File: src/hw/rtl/drc_pkg.sv
`timescale 1ns / 1ps
// ============================================================================
// drc_pkg
// Shared types, constants and helpers for the dirty rectangle coalescer.
// ============================================================================
package drc_pkg;

    // Field widths.
    localparam int IN_W      = 16;
    localparam int POS_W     = 12;
    localparam int DIM_W     = 13;
    localparam int AREA_W    = 25;
    localparam int PROD_W    = 2 * DIM_W;
    localparam int TOTAL_W   = 31;
    localparam int RECT_W    = 2 * POS_W + 2 * DIM_W;

    // Default list depth.
    localparam int MAX_RECTS_DEF = 48;

    // Configuration port.
    localparam int CFG_IDX_W  = 1;
    localparam int CFG_DATA_W = 13;
    localparam logic [CFG_IDX_W-1:0] CFG_FB_WIDTH  = 1'd0;
    localparam logic [CFG_IDX_W-1:0] CFG_FB_HEIGHT = 1'd1;

    // Register reset values and the largest usable framebuffer dimension.
    localparam logic [DIM_W-1:0] FB_W_RST = 13'd1920;
    localparam logic [DIM_W-1:0] FB_H_RST = 13'd1080;
    localparam logic [DIM_W-1:0] DIM_MAX  = 13'd4096;
    localparam logic [DIM_W-1:0] DIM_MIN  = 13'd1;

    // One stored rectangle: clipped, so it always lies on screen.
    typedef struct packed {
        logic [POS_W-1:0] x;
        logic [POS_W-1:0] y;
        logic [DIM_W-1:0] w;
        logic [DIM_W-1:0] h;
    } rect_t;

    // Commands from the controller to the datapath.
    typedef struct packed {
        logic accept;     // capture an input item, clear scan index and total
        logic clip_ld;    // load the clipped rectangle
        logic area_ld;    // load the area of the clipped rectangle
        logic rd_en;      // read the list memory
        logic rd_last;    // read address is the last stored entry
        logic rect_ld;    // capture the entry read and its union
        logic prod_ld;    // register entry area and union area
        logic merge;      // union replaces the incoming rectangle
        logic move_wr;    // last entry moves into the freed slot
        logic step;       // advance the scan index
        logic fin_wr;     // store the survivor or collapse to full screen
        logic out_empty;  // present the empty-list item
        logic out_rect;   // present the current entry as an item
    } drc_cmd_t;

    // Status from the datapath to the controller.
    typedef struct packed {
        logic drop;       // clipped rectangle is empty
        logic i_lt_cnt;   // scan index below the entry count
        logic cnt_zero;   // list holds no entries
        logic merge_ok;   // union area is no larger than the sum of the two areas
        logic f_last;     // scan index is the last entry
        logic out_busy;   // output register holds an item not yet taken
    } drc_status_t;

    // A zero size acts as one and anything above 4096 acts as 4096.
    function automatic logic [DIM_W-1:0] eff_dim(input logic [DIM_W-1:0] v);
        logic [DIM_W-1:0] r;
        if (v == '0)
            r = DIM_MIN;
        else if (v > DIM_MAX)
            r = DIM_MAX;
        else
            r = v;
        return r;
    endfunction

endpackage

File: src/hw/rtl/drc_if.sv
`timescale 1ns / 1ps
// ============================================================================
// drc_in_if / drc_out_if
// Valid/ready channels for input items and result items.
// ============================================================================
interface drc_in_if
    import drc_pkg::*;
();
    logic                   valid;
    logic                   ready;
    logic                   func;
    logic signed [IN_W-1:0] rect_x;
    logic signed [IN_W-1:0] rect_y;
    logic signed [IN_W-1:0] rect_w;
    logic signed [IN_W-1:0] rect_h;

    modport source (output valid, func, rect_x, rect_y, rect_w, rect_h, input ready);
    modport sink   (input valid, func, rect_x, rect_y, rect_w, rect_h, output ready);
endinterface

interface drc_out_if
    import drc_pkg::*;
();
    logic                 valid;
    logic                 ready;
    logic [POS_W-1:0]     out_x;
    logic [POS_W-1:0]     out_y;
    logic [DIM_W-1:0]     out_w;
    logic [DIM_W-1:0]     out_h;
    logic [TOTAL_W-1:0]   total_area;
    logic                 is_last;
    logic                 list_empty;

    modport source (output valid, out_x, out_y, out_w, out_h, total_area, is_last,
                    list_empty, input ready);
    modport sink   (input valid, out_x, out_y, out_w, out_h, total_area, is_last,
                    list_empty, output ready);
endinterface

File: src/hw/rtl/drc_ram.sv
`timescale 1ns / 1ps
// ============================================================================
// drc_ram
// Generic single-write, single-read RAM with registered read data.
// ============================================================================
module drc_ram #(
    parameter int WIDTH = 8,
    parameter int DEPTH = 16,
    localparam int AW   = (DEPTH > 1) ? $clog2(DEPTH) : 1
) (
    input  logic             clk,
    input  logic             wr_en,
    input  logic [AW-1:0]    wr_addr,
    input  logic [WIDTH-1:0] wr_data,
    input  logic             rd_en,
    input  logic [AW-1:0]    rd_addr,
    output logic [WIDTH-1:0] rd_data
);

    logic [WIDTH-1:0] mem [DEPTH];
    logic [WIDTH-1:0] rd_data_reg;

    // Write port.
    always_ff @(posedge clk)
    begin
        if (wr_en)
            mem[wr_addr] <= wr_data;
    end

    // Registered read port.
    always_ff @(posedge clk)
    begin
        if (rd_en)
            rd_data_reg <= mem[rd_addr];
    end

    assign rd_data = rd_data_reg;

endmodule

File: src/hw/rtl/drc_datapath.sv
`timescale 1ns / 1ps
// ============================================================================
// drc_datapath
// Clipping, union and area arithmetic, list memory, counters and output item.
// ============================================================================
module drc_datapath
    import drc_pkg::*;
#(
    parameter int MAX_RECTS = MAX_RECTS_DEF
) (
    input  logic                    clk,
    input  logic                    rst_n,
    // Configuration writes.
    input  logic                    cfg_we,
    input  logic [CFG_IDX_W-1:0]    cfg_idx,
    input  logic [CFG_DATA_W-1:0]   cfg_data,
    // Input payload.
    input  logic signed [IN_W-1:0]  rect_x,
    input  logic signed [IN_W-1:0]  rect_y,
    input  logic signed [IN_W-1:0]  rect_w,
    input  logic signed [IN_W-1:0]  rect_h,
    // Output item.
    input  logic                    out_ready,
    output logic                    out_valid,
    output logic [POS_W-1:0]        out_x,
    output logic [POS_W-1:0]        out_y,
    output logic [DIM_W-1:0]        out_w,
    output logic [DIM_W-1:0]        out_h,
    output logic [TOTAL_W-1:0]      total_area,
    output logic                    is_last,
    output logic                    list_empty,
    // Controller link.
    input  drc_cmd_t                cmd,
    output drc_status_t             status
);

    localparam int IDX_W = (MAX_RECTS > 1) ? $clog2(MAX_RECTS) : 1;
    localparam int CNT_W = $clog2(MAX_RECTS + 1);
    localparam int EXT_W = IN_W + 1;

    // Configuration registers.
    logic [DIM_W-1:0] fb_w_reg, fb_h_reg;
    logic [DIM_W-1:0] eff_w, eff_h;

    always_ff @(posedge clk or negedge rst_n)
    begin
        if (!rst_n)
        begin
            fb_w_reg <= FB_W_RST;
            fb_h_reg <= FB_H_RST;
        end
        else if (cfg_we)
        begin
            unique case (cfg_idx)
                CFG_FB_WIDTH:  fb_w_reg <= cfg_data;
                CFG_FB_HEIGHT: fb_h_reg <= cfg_data;
                default: ;
            endcase
        end
    end

    assign eff_w = eff_dim(fb_w_reg);
    assign eff_h = eff_dim(fb_h_reg);

    // Clip stage: edges clamped to the screen, registered on accept.
    logic signed [EXT_W-1:0] xs, ys, xe, ye, lim_w, lim_h;
    logic signed [EXT_W-1:0] x0_next, y0_next, x1_next, y1_next;
    logic signed [EXT_W-1:0] x0_reg, y0_reg, x1_reg, y1_reg;
    logic                    nil_next, nil_reg;

    always_comb
    begin
        xs      = {rect_x[IN_W-1], rect_x};
        ys      = {rect_y[IN_W-1], rect_y};
        xe      = xs + {rect_w[IN_W-1], rect_w};
        ye      = ys + {rect_h[IN_W-1], rect_h};
        lim_w   = {{(EXT_W-DIM_W){1'b0}}, eff_w};
        lim_h   = {{(EXT_W-DIM_W){1'b0}}, eff_h};
        x0_next = xs[EXT_W-1] ? '0 : xs;
        y0_next = ys[EXT_W-1] ? '0 : ys;
        x1_next = (xe > lim_w) ? lim_w : xe;
        y1_next = (ye > lim_h) ? lim_h : ye;
        nil_next = rect_w[IN_W-1] || (rect_w == '0) || rect_h[IN_W-1] || (rect_h == '0);
    end

    always_ff @(posedge clk)
    begin
        if (cmd.accept)
        begin
            x0_reg  <= x0_next;
            y0_reg  <= y0_next;
            x1_reg  <= x1_next;
            y1_reg  <= y1_next;
            nil_reg <= nil_next;
        end
    end

    assign status.drop = nil_reg || (x1_reg <= x0_reg) || (y1_reg <= y0_reg);

    // Incoming rectangle and its area.
    rect_t             cur_reg;
    logic [AREA_W-1:0] cur_area_reg;
    logic [PROD_W-1:0] cur_prod;
    logic [EXT_W-1:0]  cur_w_diff, cur_h_diff;

    assign cur_w_diff = x1_reg - x0_reg;
    assign cur_h_diff = y1_reg - y0_reg;
    assign cur_prod   = cur_reg.w * cur_reg.h;

    // List memory.
    rect_t            rd_rect;
    logic [RECT_W-1:0] rd_data;
    logic [RECT_W-1:0] wr_data;
    logic [IDX_W-1:0]  wr_addr, rd_addr;
    logic              wr_en;
    logic [CNT_W-1:0]  cnt_reg, i_reg;
    logic              cnt_full;
    rect_t             full_rect;

    assign rd_rect  = rect_t'(rd_data);
    assign cnt_full = (cnt_reg >= CNT_W'(MAX_RECTS));

    always_comb
    begin
        full_rect.x = '0;
        full_rect.y = '0;
        full_rect.w = eff_w;
        full_rect.h = eff_h;
    end

    always_comb
    begin
        wr_en   = cmd.move_wr || cmd.fin_wr;
        wr_addr = i_reg[IDX_W-1:0];
        wr_data = rd_data;
        if (cmd.fin_wr)
        begin
            wr_addr = cnt_full ? '0 : cnt_reg[IDX_W-1:0];
            wr_data = cnt_full ? RECT_W'(full_rect) : RECT_W'(cur_reg);
        end
    end

    logic [CNT_W-1:0] cnt_m1;
    assign cnt_m1  = cnt_reg - CNT_W'(1);
    assign rd_addr = cmd.rd_last ? cnt_m1[IDX_W-1:0] : i_reg[IDX_W-1:0];

    drc_ram #(
        .WIDTH (RECT_W),
        .DEPTH (MAX_RECTS)
    ) u_ram (
        .clk     (clk),
        .wr_en   (wr_en),
        .wr_addr (wr_addr),
        .wr_data (wr_data),
        .rd_en   (cmd.rd_en),
        .rd_addr (rd_addr),
        .rd_data (rd_data)
    );

    // Stored entry and bounding union with the incoming rectangle.
    rect_t              t_reg, u_reg, u_next;
    logic [POS_W-1:0]   ul, ut;
    logic [DIM_W:0]     ar, br, ab, bb, ur, ub;

    always_comb
    begin
        ul = (rd_rect.x < cur_reg.x) ? rd_rect.x : cur_reg.x;
        ut = (rd_rect.y < cur_reg.y) ? rd_rect.y : cur_reg.y;
        ar = {2'b00, rd_rect.x} + {1'b0, rd_rect.w};
        br = {2'b00, cur_reg.x} + {1'b0, cur_reg.w};
        ab = {2'b00, rd_rect.y} + {1'b0, rd_rect.h};
        bb = {2'b00, cur_reg.y} + {1'b0, cur_reg.h};
        ur = (ar > br) ? ar : br;
        ub = (ab > bb) ? ab : bb;
        u_next.x = ul;
        u_next.y = ut;
        u_next.w = DIM_W'(ur - {2'b00, ul});
        u_next.h = DIM_W'(ub - {2'b00, ut});
    end

    // Area products, one register after each multiplier.
    logic [AREA_W-1:0] area_t_reg, area_u_reg;
    logic [PROD_W-1:0] t_prod, u_prod;
    logic [AREA_W:0]   area_sum;

    assign t_prod   = t_reg.w * t_reg.h;
    assign u_prod   = u_reg.w * u_reg.h;
    assign area_sum = {1'b0, area_t_reg} + {1'b0, cur_area_reg};

    assign status.merge_ok = ({1'b0, area_u_reg} <= area_sum);

    always_ff @(posedge clk)
    begin
        if (cmd.clip_ld)
        begin
            cur_reg.x <= x0_reg[POS_W-1:0];
            cur_reg.y <= y0_reg[POS_W-1:0];
            cur_reg.w <= cur_w_diff[DIM_W-1:0];
            cur_reg.h <= cur_h_diff[DIM_W-1:0];
        end
        else if (cmd.merge)
        begin
            cur_reg <= u_reg;
        end
        if (cmd.area_ld)
            cur_area_reg <= cur_prod[AREA_W-1:0];
        else if (cmd.merge)
            cur_area_reg <= area_u_reg;
        if (cmd.rect_ld)
        begin
            t_reg <= rd_rect;
            u_reg <= u_next;
        end
        if (cmd.prod_ld)
        begin
            area_t_reg <= t_prod[AREA_W-1:0];
            area_u_reg <= u_prod[AREA_W-1:0];
        end
    end

    // Entry count, scan index and running total.
    logic [TOTAL_W-1:0] total_reg, total_next;
    assign total_next = total_reg + {{(TOTAL_W-AREA_W){1'b0}}, area_t_reg};

    always_ff @(posedge clk or negedge rst_n)
    begin
        if (!rst_n)
        begin
            cnt_reg   <= '0;
            i_reg     <= '0;
            total_reg <= '0;
        end
        else
        begin
            if (cmd.accept)
            begin
                i_reg     <= '0;
                total_reg <= '0;
            end
            if (cmd.clip_ld || cmd.move_wr)
                i_reg <= '0;
            if (cmd.step)
                i_reg <= i_reg + CNT_W'(1);
            if (cmd.merge)
                cnt_reg <= cnt_m1;
            if (cmd.fin_wr)
                cnt_reg <= cnt_full ? CNT_W'(1) : cnt_reg + CNT_W'(1);
            if (cmd.out_rect)
            begin
                i_reg     <= i_reg + CNT_W'(1);
                total_reg <= total_next;
                if (status.f_last)
                    cnt_reg <= '0;
            end
            if (cmd.out_empty)
                cnt_reg <= '0;
        end
    end

    assign status.i_lt_cnt = (i_reg < cnt_reg);
    assign status.cnt_zero = (cnt_reg == '0);
    assign status.f_last   = ((i_reg + CNT_W'(1)) == cnt_reg);

    // Output item register.
    logic               out_valid_reg;
    rect_t              out_rect_reg;
    logic [TOTAL_W-1:0] out_total_reg;
    logic               out_last_reg, out_empty_reg;

    assign status.out_busy = out_valid_reg && !out_ready;

    always_ff @(posedge clk or negedge rst_n)
    begin
        if (!rst_n)
            out_valid_reg <= 1'b0;
        else if (cmd.out_rect || cmd.out_empty)
            out_valid_reg <= 1'b1;
        else if (out_ready)
            out_valid_reg <= 1'b0;
    end

    always_ff @(posedge clk)
    begin
        if (cmd.out_rect)
        begin
            out_rect_reg  <= t_reg;
            out_total_reg <= status.f_last ? total_next : '0;
            out_last_reg  <= status.f_last;
            out_empty_reg <= 1'b0;
        end
        else if (cmd.out_empty)
        begin
            out_rect_reg  <= '0;
            out_total_reg <= '0;
            out_last_reg  <= 1'b1;
            out_empty_reg <= 1'b1;
        end
    end

    assign out_valid  = out_valid_reg;
    assign out_x      = out_rect_reg.x;
    assign out_y      = out_rect_reg.y;
    assign out_w      = out_rect_reg.w;
    assign out_h      = out_rect_reg.h;
    assign total_area = out_total_reg;
    assign is_last    = out_last_reg;
    assign list_empty = out_empty_reg;

endmodule

File: src/hw/rtl/drc_ctrl.sv
`timescale 1ns / 1ps
// ============================================================================
// drc_ctrl
// Sequencer for append scans, merges and flush output.
// ============================================================================
module drc_ctrl
    import drc_pkg::*;
(
    input  logic        clk,
    input  logic        rst_n,
    input  logic        in_valid,
    input  logic        in_func,
    output logic        in_ready,
    input  drc_status_t status,
    output drc_cmd_t    cmd
);

    localparam logic [3:0] S_IDLE  = 4'd0;
    localparam logic [3:0] S_CLIP  = 4'd1;
    localparam logic [3:0] S_AREA  = 4'd2;
    localparam logic [3:0] S_RD    = 4'd3;
    localparam logic [3:0] S_UNION = 4'd4;
    localparam logic [3:0] S_MUL   = 4'd5;
    localparam logic [3:0] S_CMP   = 4'd6;
    localparam logic [3:0] S_MOVE  = 4'd7;
    localparam logic [3:0] S_FIN   = 4'd8;
    localparam logic [3:0] S_F_RD  = 4'd9;
    localparam logic [3:0] S_F_LD  = 4'd10;
    localparam logic [3:0] S_F_MUL = 4'd11;
    localparam logic [3:0] S_F_OUT = 4'd12;

    localparam logic FUNC_FLUSH = 1'b1;

    logic [3:0] state_reg, state_next;

    always_ff @(posedge clk or negedge rst_n)
    begin
        if (!rst_n)
            state_reg <= S_IDLE;
        else
            state_reg <= state_next;
    end

    // Next state and commands.
    always_comb
    begin
        cmd        = '0;
        state_next = state_reg;
        in_ready   = 1'b0;
        unique case (state_reg)
            S_IDLE:
            begin
                in_ready = 1'b1;
                if (in_valid)
                begin
                    cmd.accept = 1'b1;
                    state_next = (in_func == FUNC_FLUSH) ? S_F_RD : S_CLIP;
                end
            end
            S_CLIP:
            begin
                if (status.drop)
                    state_next = S_IDLE;
                else
                begin
                    cmd.clip_ld = 1'b1;
                    state_next  = S_AREA;
                end
            end
            S_AREA:
            begin
                cmd.area_ld = 1'b1;
                state_next  = S_RD;
            end
            S_RD:
            begin
                if (status.i_lt_cnt)
                begin
                    cmd.rd_en  = 1'b1;
                    state_next = S_UNION;
                end
                else
                    state_next = S_FIN;
            end
            S_UNION:
            begin
                cmd.rect_ld = 1'b1;
                state_next  = S_MUL;
            end
            S_MUL:
            begin
                cmd.prod_ld = 1'b1;
                state_next  = S_CMP;
            end
            S_CMP:
            begin
                if (status.merge_ok)
                begin
                    // Drop the entry and fetch the last one to fill its slot.
                    cmd.merge   = 1'b1;
                    cmd.rd_en   = 1'b1;
                    cmd.rd_last = 1'b1;
                    state_next  = S_MOVE;
                end
                else
                begin
                    cmd.step   = 1'b1;
                    state_next = S_RD;
                end
            end
            S_MOVE:
            begin
                cmd.move_wr = 1'b1;
                state_next  = S_RD;
            end
            S_FIN:
            begin
                cmd.fin_wr = 1'b1;
                state_next = S_IDLE;
            end
            S_F_RD:
            begin
                if (status.cnt_zero)
                begin
                    if (!status.out_busy)
                    begin
                        cmd.out_empty = 1'b1;
                        state_next    = S_IDLE;
                    end
                end
                else
                begin
                    cmd.rd_en  = 1'b1;
                    state_next = S_F_LD;
                end
            end
            S_F_LD:
            begin
                cmd.rect_ld = 1'b1;
                state_next  = S_F_MUL;
            end
            S_F_MUL:
            begin
                cmd.prod_ld = 1'b1;
                state_next  = S_F_OUT;
            end
            S_F_OUT:
            begin
                if (!status.out_busy)
                begin
                    cmd.out_rect = 1'b1;
                    state_next   = status.f_last ? S_IDLE : S_F_RD;
                end
            end
            default:
                state_next = S_IDLE;
        endcase
    end

endmodule

File: src/hw/rtl/dirty_rect_coalescer_top.sv
`timescale 1ns / 1ps
// ============================================================================
// dirty_rect_coalescer_top
// Bounded dirty rectangle list with merge-on-append and flush output.
// ============================================================================
// One item is worked on at a time; the input is ready only while the block is
// idle. An append is accepted and clipped, then every stored entry it scans
// goes through memory read, union, area multiply and compare; each merge also
// moves the last entry into the freed slot and restarts the scan at entry
// zero, and the scan ends by storing the result. A clipped-away append returns
// to idle after the clip. A flush reads, captures, multiplies and outputs each
// stored rectangle in turn and waits whenever the output is not ready; an
// empty flush presents only the empty-list item. These steps follow from the
// single read port of the list memory and the registered area multiply. The
// list memory needs no clearing after reset.
module dirty_rect_coalescer_top
    import drc_pkg::*;
#(
    parameter int MAX_RECTS = MAX_RECTS_DEF
) (
    input  logic                  clk,
    input  logic                  rst_n,
    drc_in_if.sink                in_ch,
    drc_out_if.source             out_ch,
    input  logic                  cfg_we,
    input  logic [CFG_IDX_W-1:0]  cfg_idx,
    input  logic [CFG_DATA_W-1:0] cfg_data
);

    drc_cmd_t    cmd;
    drc_status_t status;

    // Sequencer.
    drc_ctrl u_ctrl (
        .clk      (clk),
        .rst_n    (rst_n),
        .in_valid (in_ch.valid),
        .in_func  (in_ch.func),
        .in_ready (in_ch.ready),
        .status   (status),
        .cmd      (cmd)
    );

    // Arithmetic, list storage and output register.
    drc_datapath #(
        .MAX_RECTS (MAX_RECTS)
    ) u_dp (
        .clk        (clk),
        .rst_n      (rst_n),
        .cfg_we     (cfg_we),
        .cfg_idx    (cfg_idx),
        .cfg_data   (cfg_data),
        .rect_x     (in_ch.rect_x),
        .rect_y     (in_ch.rect_y),
        .rect_w     (in_ch.rect_w),
        .rect_h     (in_ch.rect_h),
        .out_ready  (out_ch.ready),
        .out_valid  (out_ch.valid),
        .out_x      (out_ch.out_x),
        .out_y      (out_ch.out_y),
        .out_w      (out_ch.out_w),
        .out_h      (out_ch.out_h),
        .total_area (out_ch.total_area),
        .is_last    (out_ch.is_last),
        .list_empty (out_ch.list_empty),
        .cmd        (cmd),
        .status     (status)
    );

endmodule

File: src/flat_wrapper.sv
// flat-port wrapper written by rule: the top's interface ports become plain ports
module dirty_rect_coalescer_top_flat import drc_pkg::*;
#(
    parameter int MAX_RECTS = MAX_RECTS_DEF
)
  (clk, rst_n, cfg_we, cfg_idx, cfg_data, in_ch_valid, in_ch_func, in_ch_rect_x, in_ch_rect_y, in_ch_rect_w, in_ch_rect_h, in_ch_ready, out_ch_valid, out_ch_out_x, out_ch_out_y, out_ch_out_w, out_ch_out_h, out_ch_total_area, out_ch_is_last, out_ch_list_empty, out_ch_ready);
  drc_in_if in_ch_i ();
  drc_out_if out_ch_i ();
  input  logic clk;
  input  logic rst_n;
  input  logic cfg_we;
  input  logic [CFG_IDX_W-1:0] cfg_idx;
  input  logic [CFG_DATA_W-1:0] cfg_data;
  input wire logic [$bits(in_ch_i.valid)-1:0] in_ch_valid;
  input wire logic [$bits(in_ch_i.func)-1:0] in_ch_func;
  input wire logic [$bits(in_ch_i.rect_x)-1:0] in_ch_rect_x;
  input wire logic [$bits(in_ch_i.rect_y)-1:0] in_ch_rect_y;
  input wire logic [$bits(in_ch_i.rect_w)-1:0] in_ch_rect_w;
  input wire logic [$bits(in_ch_i.rect_h)-1:0] in_ch_rect_h;
  output wire logic [$bits(in_ch_i.ready)-1:0] in_ch_ready;
  output wire logic [$bits(out_ch_i.valid)-1:0] out_ch_valid;
  output wire logic [$bits(out_ch_i.out_x)-1:0] out_ch_out_x;
  output wire logic [$bits(out_ch_i.out_y)-1:0] out_ch_out_y;
  output wire logic [$bits(out_ch_i.out_w)-1:0] out_ch_out_w;
  output wire logic [$bits(out_ch_i.out_h)-1:0] out_ch_out_h;
  output wire logic [$bits(out_ch_i.total_area)-1:0] out_ch_total_area;
  output wire logic [$bits(out_ch_i.is_last)-1:0] out_ch_is_last;
  output wire logic [$bits(out_ch_i.list_empty)-1:0] out_ch_list_empty;
  input wire logic [$bits(out_ch_i.ready)-1:0] out_ch_ready;
  assign in_ch_i.valid = in_ch_valid;
  assign in_ch_i.func = in_ch_func;
  assign in_ch_i.rect_x = in_ch_rect_x;
  assign in_ch_i.rect_y = in_ch_rect_y;
  assign in_ch_i.rect_w = in_ch_rect_w;
  assign in_ch_i.rect_h = in_ch_rect_h;
  assign in_ch_ready = in_ch_i.ready;
  assign out_ch_valid = out_ch_i.valid;
  assign out_ch_out_x = out_ch_i.out_x;
  assign out_ch_out_y = out_ch_i.out_y;
  assign out_ch_out_w = out_ch_i.out_w;
  assign out_ch_out_h = out_ch_i.out_h;
  assign out_ch_total_area = out_ch_i.total_area;
  assign out_ch_is_last = out_ch_i.is_last;
  assign out_ch_list_empty = out_ch_i.list_empty;
  assign out_ch_i.ready = out_ch_ready;
  dirty_rect_coalescer_top #(.MAX_RECTS(MAX_RECTS)) u_core (.clk(clk), .rst_n(rst_n), .in_ch(in_ch_i), .out_ch(out_ch_i), .cfg_we(cfg_we), .cfg_idx(cfg_idx), .cfg_data(cfg_data));
endmodule
File: config.mk
export PLATFORM = sky130hd
export DESIGN_NAME = dirty_rect_coalescer_top_flat
export DESIGN_NICKNAME = d
export VERILOG_FILES = /design/src/hw/rtl/drc_pkg.sv /design/src/hw/rtl/drc_if.sv /design/src/hw/rtl/drc_ram.sv /design/src/hw/rtl/drc_datapath.sv /design/src/hw/rtl/drc_ctrl.sv /design/src/hw/rtl/dirty_rect_coalescer_top.sv /design/src/flat_wrapper.sv
export SDC_FILE = /design/constraint.sdc
export NUM_CORES = 2
export LEC_CHECK = 0
export BUFFER_PORTS_ARGS = -buffer_cell sky130_fd_sc_hd__buf_2
export CAP_MARGIN = 40
export CORE_MARGIN = 2
export CORE_UTILIZATION = 50
export CTS_BUF_LIST = sky130_fd_sc_hd__clkbuf_4
export DETAILED_ROUTE_END_ITERATION = 10
export HOLD_SLACK_MARGIN = 0.12
export PLACE_DENSITY_LB_ADDON = 0.05
export SETUP_SLACK_MARGIN = 0.1
export SLEW_MARGIN = 20
export SYNTH_ARGS = -nofsm -noshare
export SYNTH_HDL_FRONTEND = slang
export SYNTH_HIERARCHICAL = 1
export SYNTH_SLANG_ARGS = --single-unit
File: constraint.sdc
create_clock -name clk -period 16.9 [get_ports clk]
set_input_delay 3.38 -clock clk [delete_from_list [all_inputs] [get_ports clk]]
set_output_delay 3.38 -clock clk [all_outputs]
set_load 0.03 [all_outputs]
# Word level (Yosys, flattened, before mapping)
# Memory sizes are Yosys's and may differ from the RTL's. A register that Yosys moved wholly into a read port is not among the register bits.
# Cells that the tools add are included.
[word_totals]
output_inout_bits = 85
n_memories = 1
ram_bits = 2400
input_bits = 84
ff_bits = 447
wordCells = 188
[memory_table]
columns = ["name", "depth", "word_bits", "rd", "rd_clocked_by_memory_dff", "write_ports", "line", "rtl"]
rows = [
  ["u_core.u_dp.u_ram.mem", 48, 50, 1, 1, 1, "drc_ram.sv:20", "logic [WIDTH-1:0] mem [DEPTH];"],
]
[op_classes]
n_bitwise = 1
n_reduce_logical = 28
multipliers = 3
eq_ne = 16
magnitude_cmp = 13
n_addsub = 15
mux = 75
[op_table]
columns = ["op", "count"]
rows = [
  ["two-way mux 50 bit", 6],
  ["two-way mux 31 bit", 5],
  ["two-way mux 13 bit", 8],
  ["two-way mux 6 bit", 13],
  ["multiplier 13 x 13 -> 25 bit", 3],
  ["adder 12 x 13 -> 14 bit", 4],
  ["two-way mux 25 bit", 2],
  ["one-hot mux 4 bit (11 select lines)", 1],
  ["adder 16 x 16 -> 17 bit", 2],
  ["> comparator 17 x 14 -> 1 bit", 2],
  ["<= comparator 17 x 16 -> 1 bit", 2],
  ["zero test 16 bit", 2],
  ["adder 31 x 25 -> 31 bit", 1],
  ["> comparator 14 bit", 2],
  ["two-way mux 4 bit", 7],
  ["two-way mux 1 bit", 27],
  ["adder 25 x 25 -> 26 bit", 1],
  ["> comparator 13 bit (second input constant)", 2],
  ["<= comparator 25 x 26 -> 1 bit", 1],
  ["zero test 13 bit", 2],
  ["subtractor 13 x 12 -> 13 bit", 2],
  ["subtractor 13 bit", 2],
  ["< comparator 12 bit", 2],
  ["two-way mux 12 bit", 2],
  ["other kinds (25)", 50],
]

# Logic depth before layout (Yosys ltp)
[depth]
word_depth = 9
depth_mapped = 33
depth_no_buf = 30

# Modules after synthesis
# The synthesis kept the hierarchy.
[modules_own_cells]
columns = ["mod", "seq_area_each_um2", "area_per_inst_um2", "cells_each", "n_inst"]
rows = [
  ["drc_ram", 73570.6, 92835.3, 3953, 1],
  ["drc_datapath", 12952.4, 44739.2, 4623, 1],
  ["drc_ctrl", 100.1, 501.7, 67, 1],
]

# Worst setup path after synthesis
# OpenSTA, ideal clock, no wires.
[synth_path]
path_type = "in2reg"
startpoint = "input in_ch_rect_y[0]"
endpoint = "register u_core.u_dp.y1_reg[11], data pin"
required_time_ns = 16.640
setup_time_ns = 0.260
slack_ns = 9.858
path_buffers = 1
arrival_ns = 6.782
cell_stages = 15
path_cell_list = "ha_1 fa_1 a211oi_1 o21bai_1 a21o_1 o31a_1 a21oi_1 xnor2_1 ha_1 nand4_1 nor4_1 a31oi_1 o41ai_4 buf_6 mux2_4"
[synth_via]
elab_chain_cells = 3
[synth_lines]
columns = ["item", "line", "rtl"]
rows = [
  ["start: declaration", "flat_wrapper.sv:17", "input wire logic [$bits(in_ch_i.rect_y)-1:0] in_ch_rect_y;"],
  ["adder 16 x 16 -> 17 bit *", "drc_datapath.sv:76", "ye = ys + {rect_h[IN_W-1], rect_h};"],
  ["> comparator 17 x 14 -> 1 bit", "drc_datapath.sv:82", "y1_next = (ye > lim_h) ? lim_h : ye;"],
  ["two-way mux 13 bit *", "drc_datapath.sv:82", ""],
  ["net u_core.u_dp.y1_next[11]", "drc_datapath.sv:67", "logic signed [EXT_W-1:0] x0_next, y0_next, x1_next, y1_next;"],
  ["end signal: assignment", "drc_datapath.sv:93", "y1_reg <= y1_next;"],
  ["end: declaration", "drc_datapath.sv:68", "logic signed [EXT_W-1:0] x0_reg, y0_reg, x1_reg, y1_reg;"],
]
# Mark *: on every way through the listed nets, which the timed path passes. The rest lies on a longest branch.
# A chain may end at the register's enable or synchronous reset.

==> flow_metrics.tcl <==
set metrics [dict create \
    status "finished clean" \
    post-dp-hpwl_um 258000 \
    cp-start-kind "register" \
    cpMostUsedCell "buf_4" \
    viasPerCell 5.99 \
    largest-register "u_core/u_dp/u_ram/mem" \
    synth-edff-count 2822 \
    rows 192 \
    num_io_pins 169 \
    critical-path-max-stage-delay_ns 0.68 \
    synthCells 8643 \
    yosys_warnings 6 \
    finalCritPeriodShare_pct 55.8 \
    path_class "reg2reg" \
    vias 82289 \
    ctsResizeCount 0 \
    grt_pass1_vias 83877 \
    seq_area_frac_synth_pct 62.7 \
    drive_above_1_share_pct 24.5 \
    overflow 0 \
    crit_slowest_cell "nand2b_2" \
    grt_antenna_before_repair 23 \
    fin_crit_ns 9.43 \
    clock_latency_ns 1.59 \
    synth_area_per_cell_um2 16.0 \
    remaining_drc_errors 0 \
    grt_util_all_layers_pct 29.3 \
    holdBufCountCts 0 \
    die_x_um 530 \
    clk_pin_slew_ns 0.06 \
    wl_um 409000 \
    worst_pin_slew_ns 0.978 \
    cts_made_buffers 735 \
    path_max_fanout 44 \
    initial_core_util_pct 50.4 \
    tns_ns 0 \
    multi_input_comb_area_um2 48100 \
    cap_viol_max_count 0 \
    final_cell_mix "edfxtp_1, clkbuf_4, inv_1" \
    final_max_slew_viol_count 0 \
    synth_flop_cell "edfxtp_1" \
    area_growth_pct 12.6 \
    core_area_um2 274000 \
    wl_per_cell_um 29.8 \
    critPathRequiredTime_ns 18.17 \
    numClockSinks 2897 \
    final_common_cell "edfxtp_1" \
    die_h_um 530 \
    rsz0062_at_grt "no" \
    async_reset_ff_share_pct 2.55 \
    final.fill_count 21964 \
    largest_register_ffs 2400 \
    synth_fp_nets 9597 \
    max_freq_ghz 0.106 \
    io_buffers 168 \
    fin_cells 13738 \
    final-setup-viol-count 0 \
    drt-initial-drc-count 8388 \
    placed_cells 12418 \
    relSlewSlack_pct 34.8 \
    grt_max_degree 118 \
    root_buffer "clkbuf_4" \
    firstDrtPassIters 8 \
    grt_pass1_wl_um 587000 \
    cp-end-kind "register" \
    fin_nets 10434 \
    ys_ff_latch 2897 \
    seqCellArea_um2 86600 \
    hold_class "reg2reg" \
    ant_nets 0 \
    gp_congestion 0.886 \
    worstPathArrival_ns 10.70 \
    hold_viol 0 \
    post_cts_buffers 0 \
    skew_ns 0.201 \
    syn_area_um2 138000 \
    cts_tree "yes" \
    dieArea_um2 280000 \
    htreeDepth 6 \
    clk_path_buf_depth 4 \
    ys_types 87 \
]
==> worst paths after layout <==
check                                     startpoint                            end  slack, ns  depth (start not counted)
max                        u_core/u_dp/area_t_reg[0]  u_core/u_dp/u_ram/rd_data[46]       7.47                         30
min                        u_core/u_dp/total_reg[20]      u_core/u_dp/total_reg[20]       0.48                          2
max reg2reg                u_core/u_dp/area_t_reg[0]  u_core/u_dp/u_ram/rd_data[46]       7.47                         30
min reg2reg                u_core/u_dp/total_reg[20]      u_core/u_dp/total_reg[20]       0.48                          2
max in group asynchronous                      rst_n     u_core/u_ctrl/state_reg[2]      14.22                          3
min in group asynchronous                      rst_n       u_core/u_dp/fb_h_reg[11]       1.85                          1
==> worst max-delay path, delay by kind of cell, from the launching register on <==
family	cells	cell delay, ns
simple gates	5	1.28
xor+xnor	1	0.14
buf+inv	7	2.82
flops	1	0.39
fa+ha+maj	3	0.85
compound gates	14	3.61
==> layer usage <==
| layer | global-route usage [%] | vias to the layer above | routed length (um) |
|---|---|---|---|
| met2 | 48.9 | 3682 | 203000 |
| li1 | - | 34989 | - |
| met5 | 0 | - | 51 |
| met3 | 4.72 | 661 | 31900 |
| met4 | 10.3 | 8 | 13600 |
| met1 | 39.1 | 42949 | 161000 |
==> cells by family after synthesis <==
logic type,after synthesis,synth area share (%)
mux,942,12.2
xor+xnor,222,1.41
buf+inv,1060,3.15
simple gates,1590,5.58
compound gates,1062,4.99
fa+ha+maj,870,9.91
flops,2897,62.7
==> through the flow <==
step / worst slack, ns / util [%] / hold slack [ns] / cell area, um^2
after floorplan: 9.86 / - / 0.450 / 138000
after global placement: 7.34 / 52.7 / 0.470 / 144000
after detailed placement: 7.30 / 53.3 / 0.470 / 146000
after CTS: 7.17 / 56.6 / 0.487 / 155000
after global routing: 7.05 / 56.7 / 0.513 / 155000
final: 7.47 / 56.7 / 0.483 / 155000
==> cells in the mapped netlist, types with 30 or more instances <==
master	instances	area, um^2
nand3_1	105	526
nor2b_1	110	688
nand2b_1	45	282
mux4_2	583	13100
inv_1	686	2570
nand2_1	544	2040
mux2_2	98	1100
o21a_1	45	338
a21o_1	83	623
o22ai_1	107	669
dfrtp_1	66	1650
and2_1	277	1730
clkbuf_1	226	848
fa_1	372	7450
nor2_1	286	1070
xnor2_1	153	1340
o21ai_0	195	976
edfxtp_1	2822	84700
mux2i_1	249	2490
o221ai_1	46	403
buf_4	32	240
ha_1	498	6230
buf_2	67	335
xor2_1	69	604
nor3_1	78	390
a21oi_1	287	1440
a211oi_1	30	225
==> layout make-up <==
class                   instances  share of cell area [%]
multi-input cells            4686                    30.9
repair buffers                471                    2.76
inverters                     689                    1.67
clock inverters               257                   0.933
flip-flops and latches       2897                    55.7
well taps                    3686                    2.97
clock buffers                1031                    4.98
diodes                         21                  0.0338
Power is left out: the tool's default activity adds up to more than one toggle a clock period on the data nets, which glitch-free logic cannot reach.
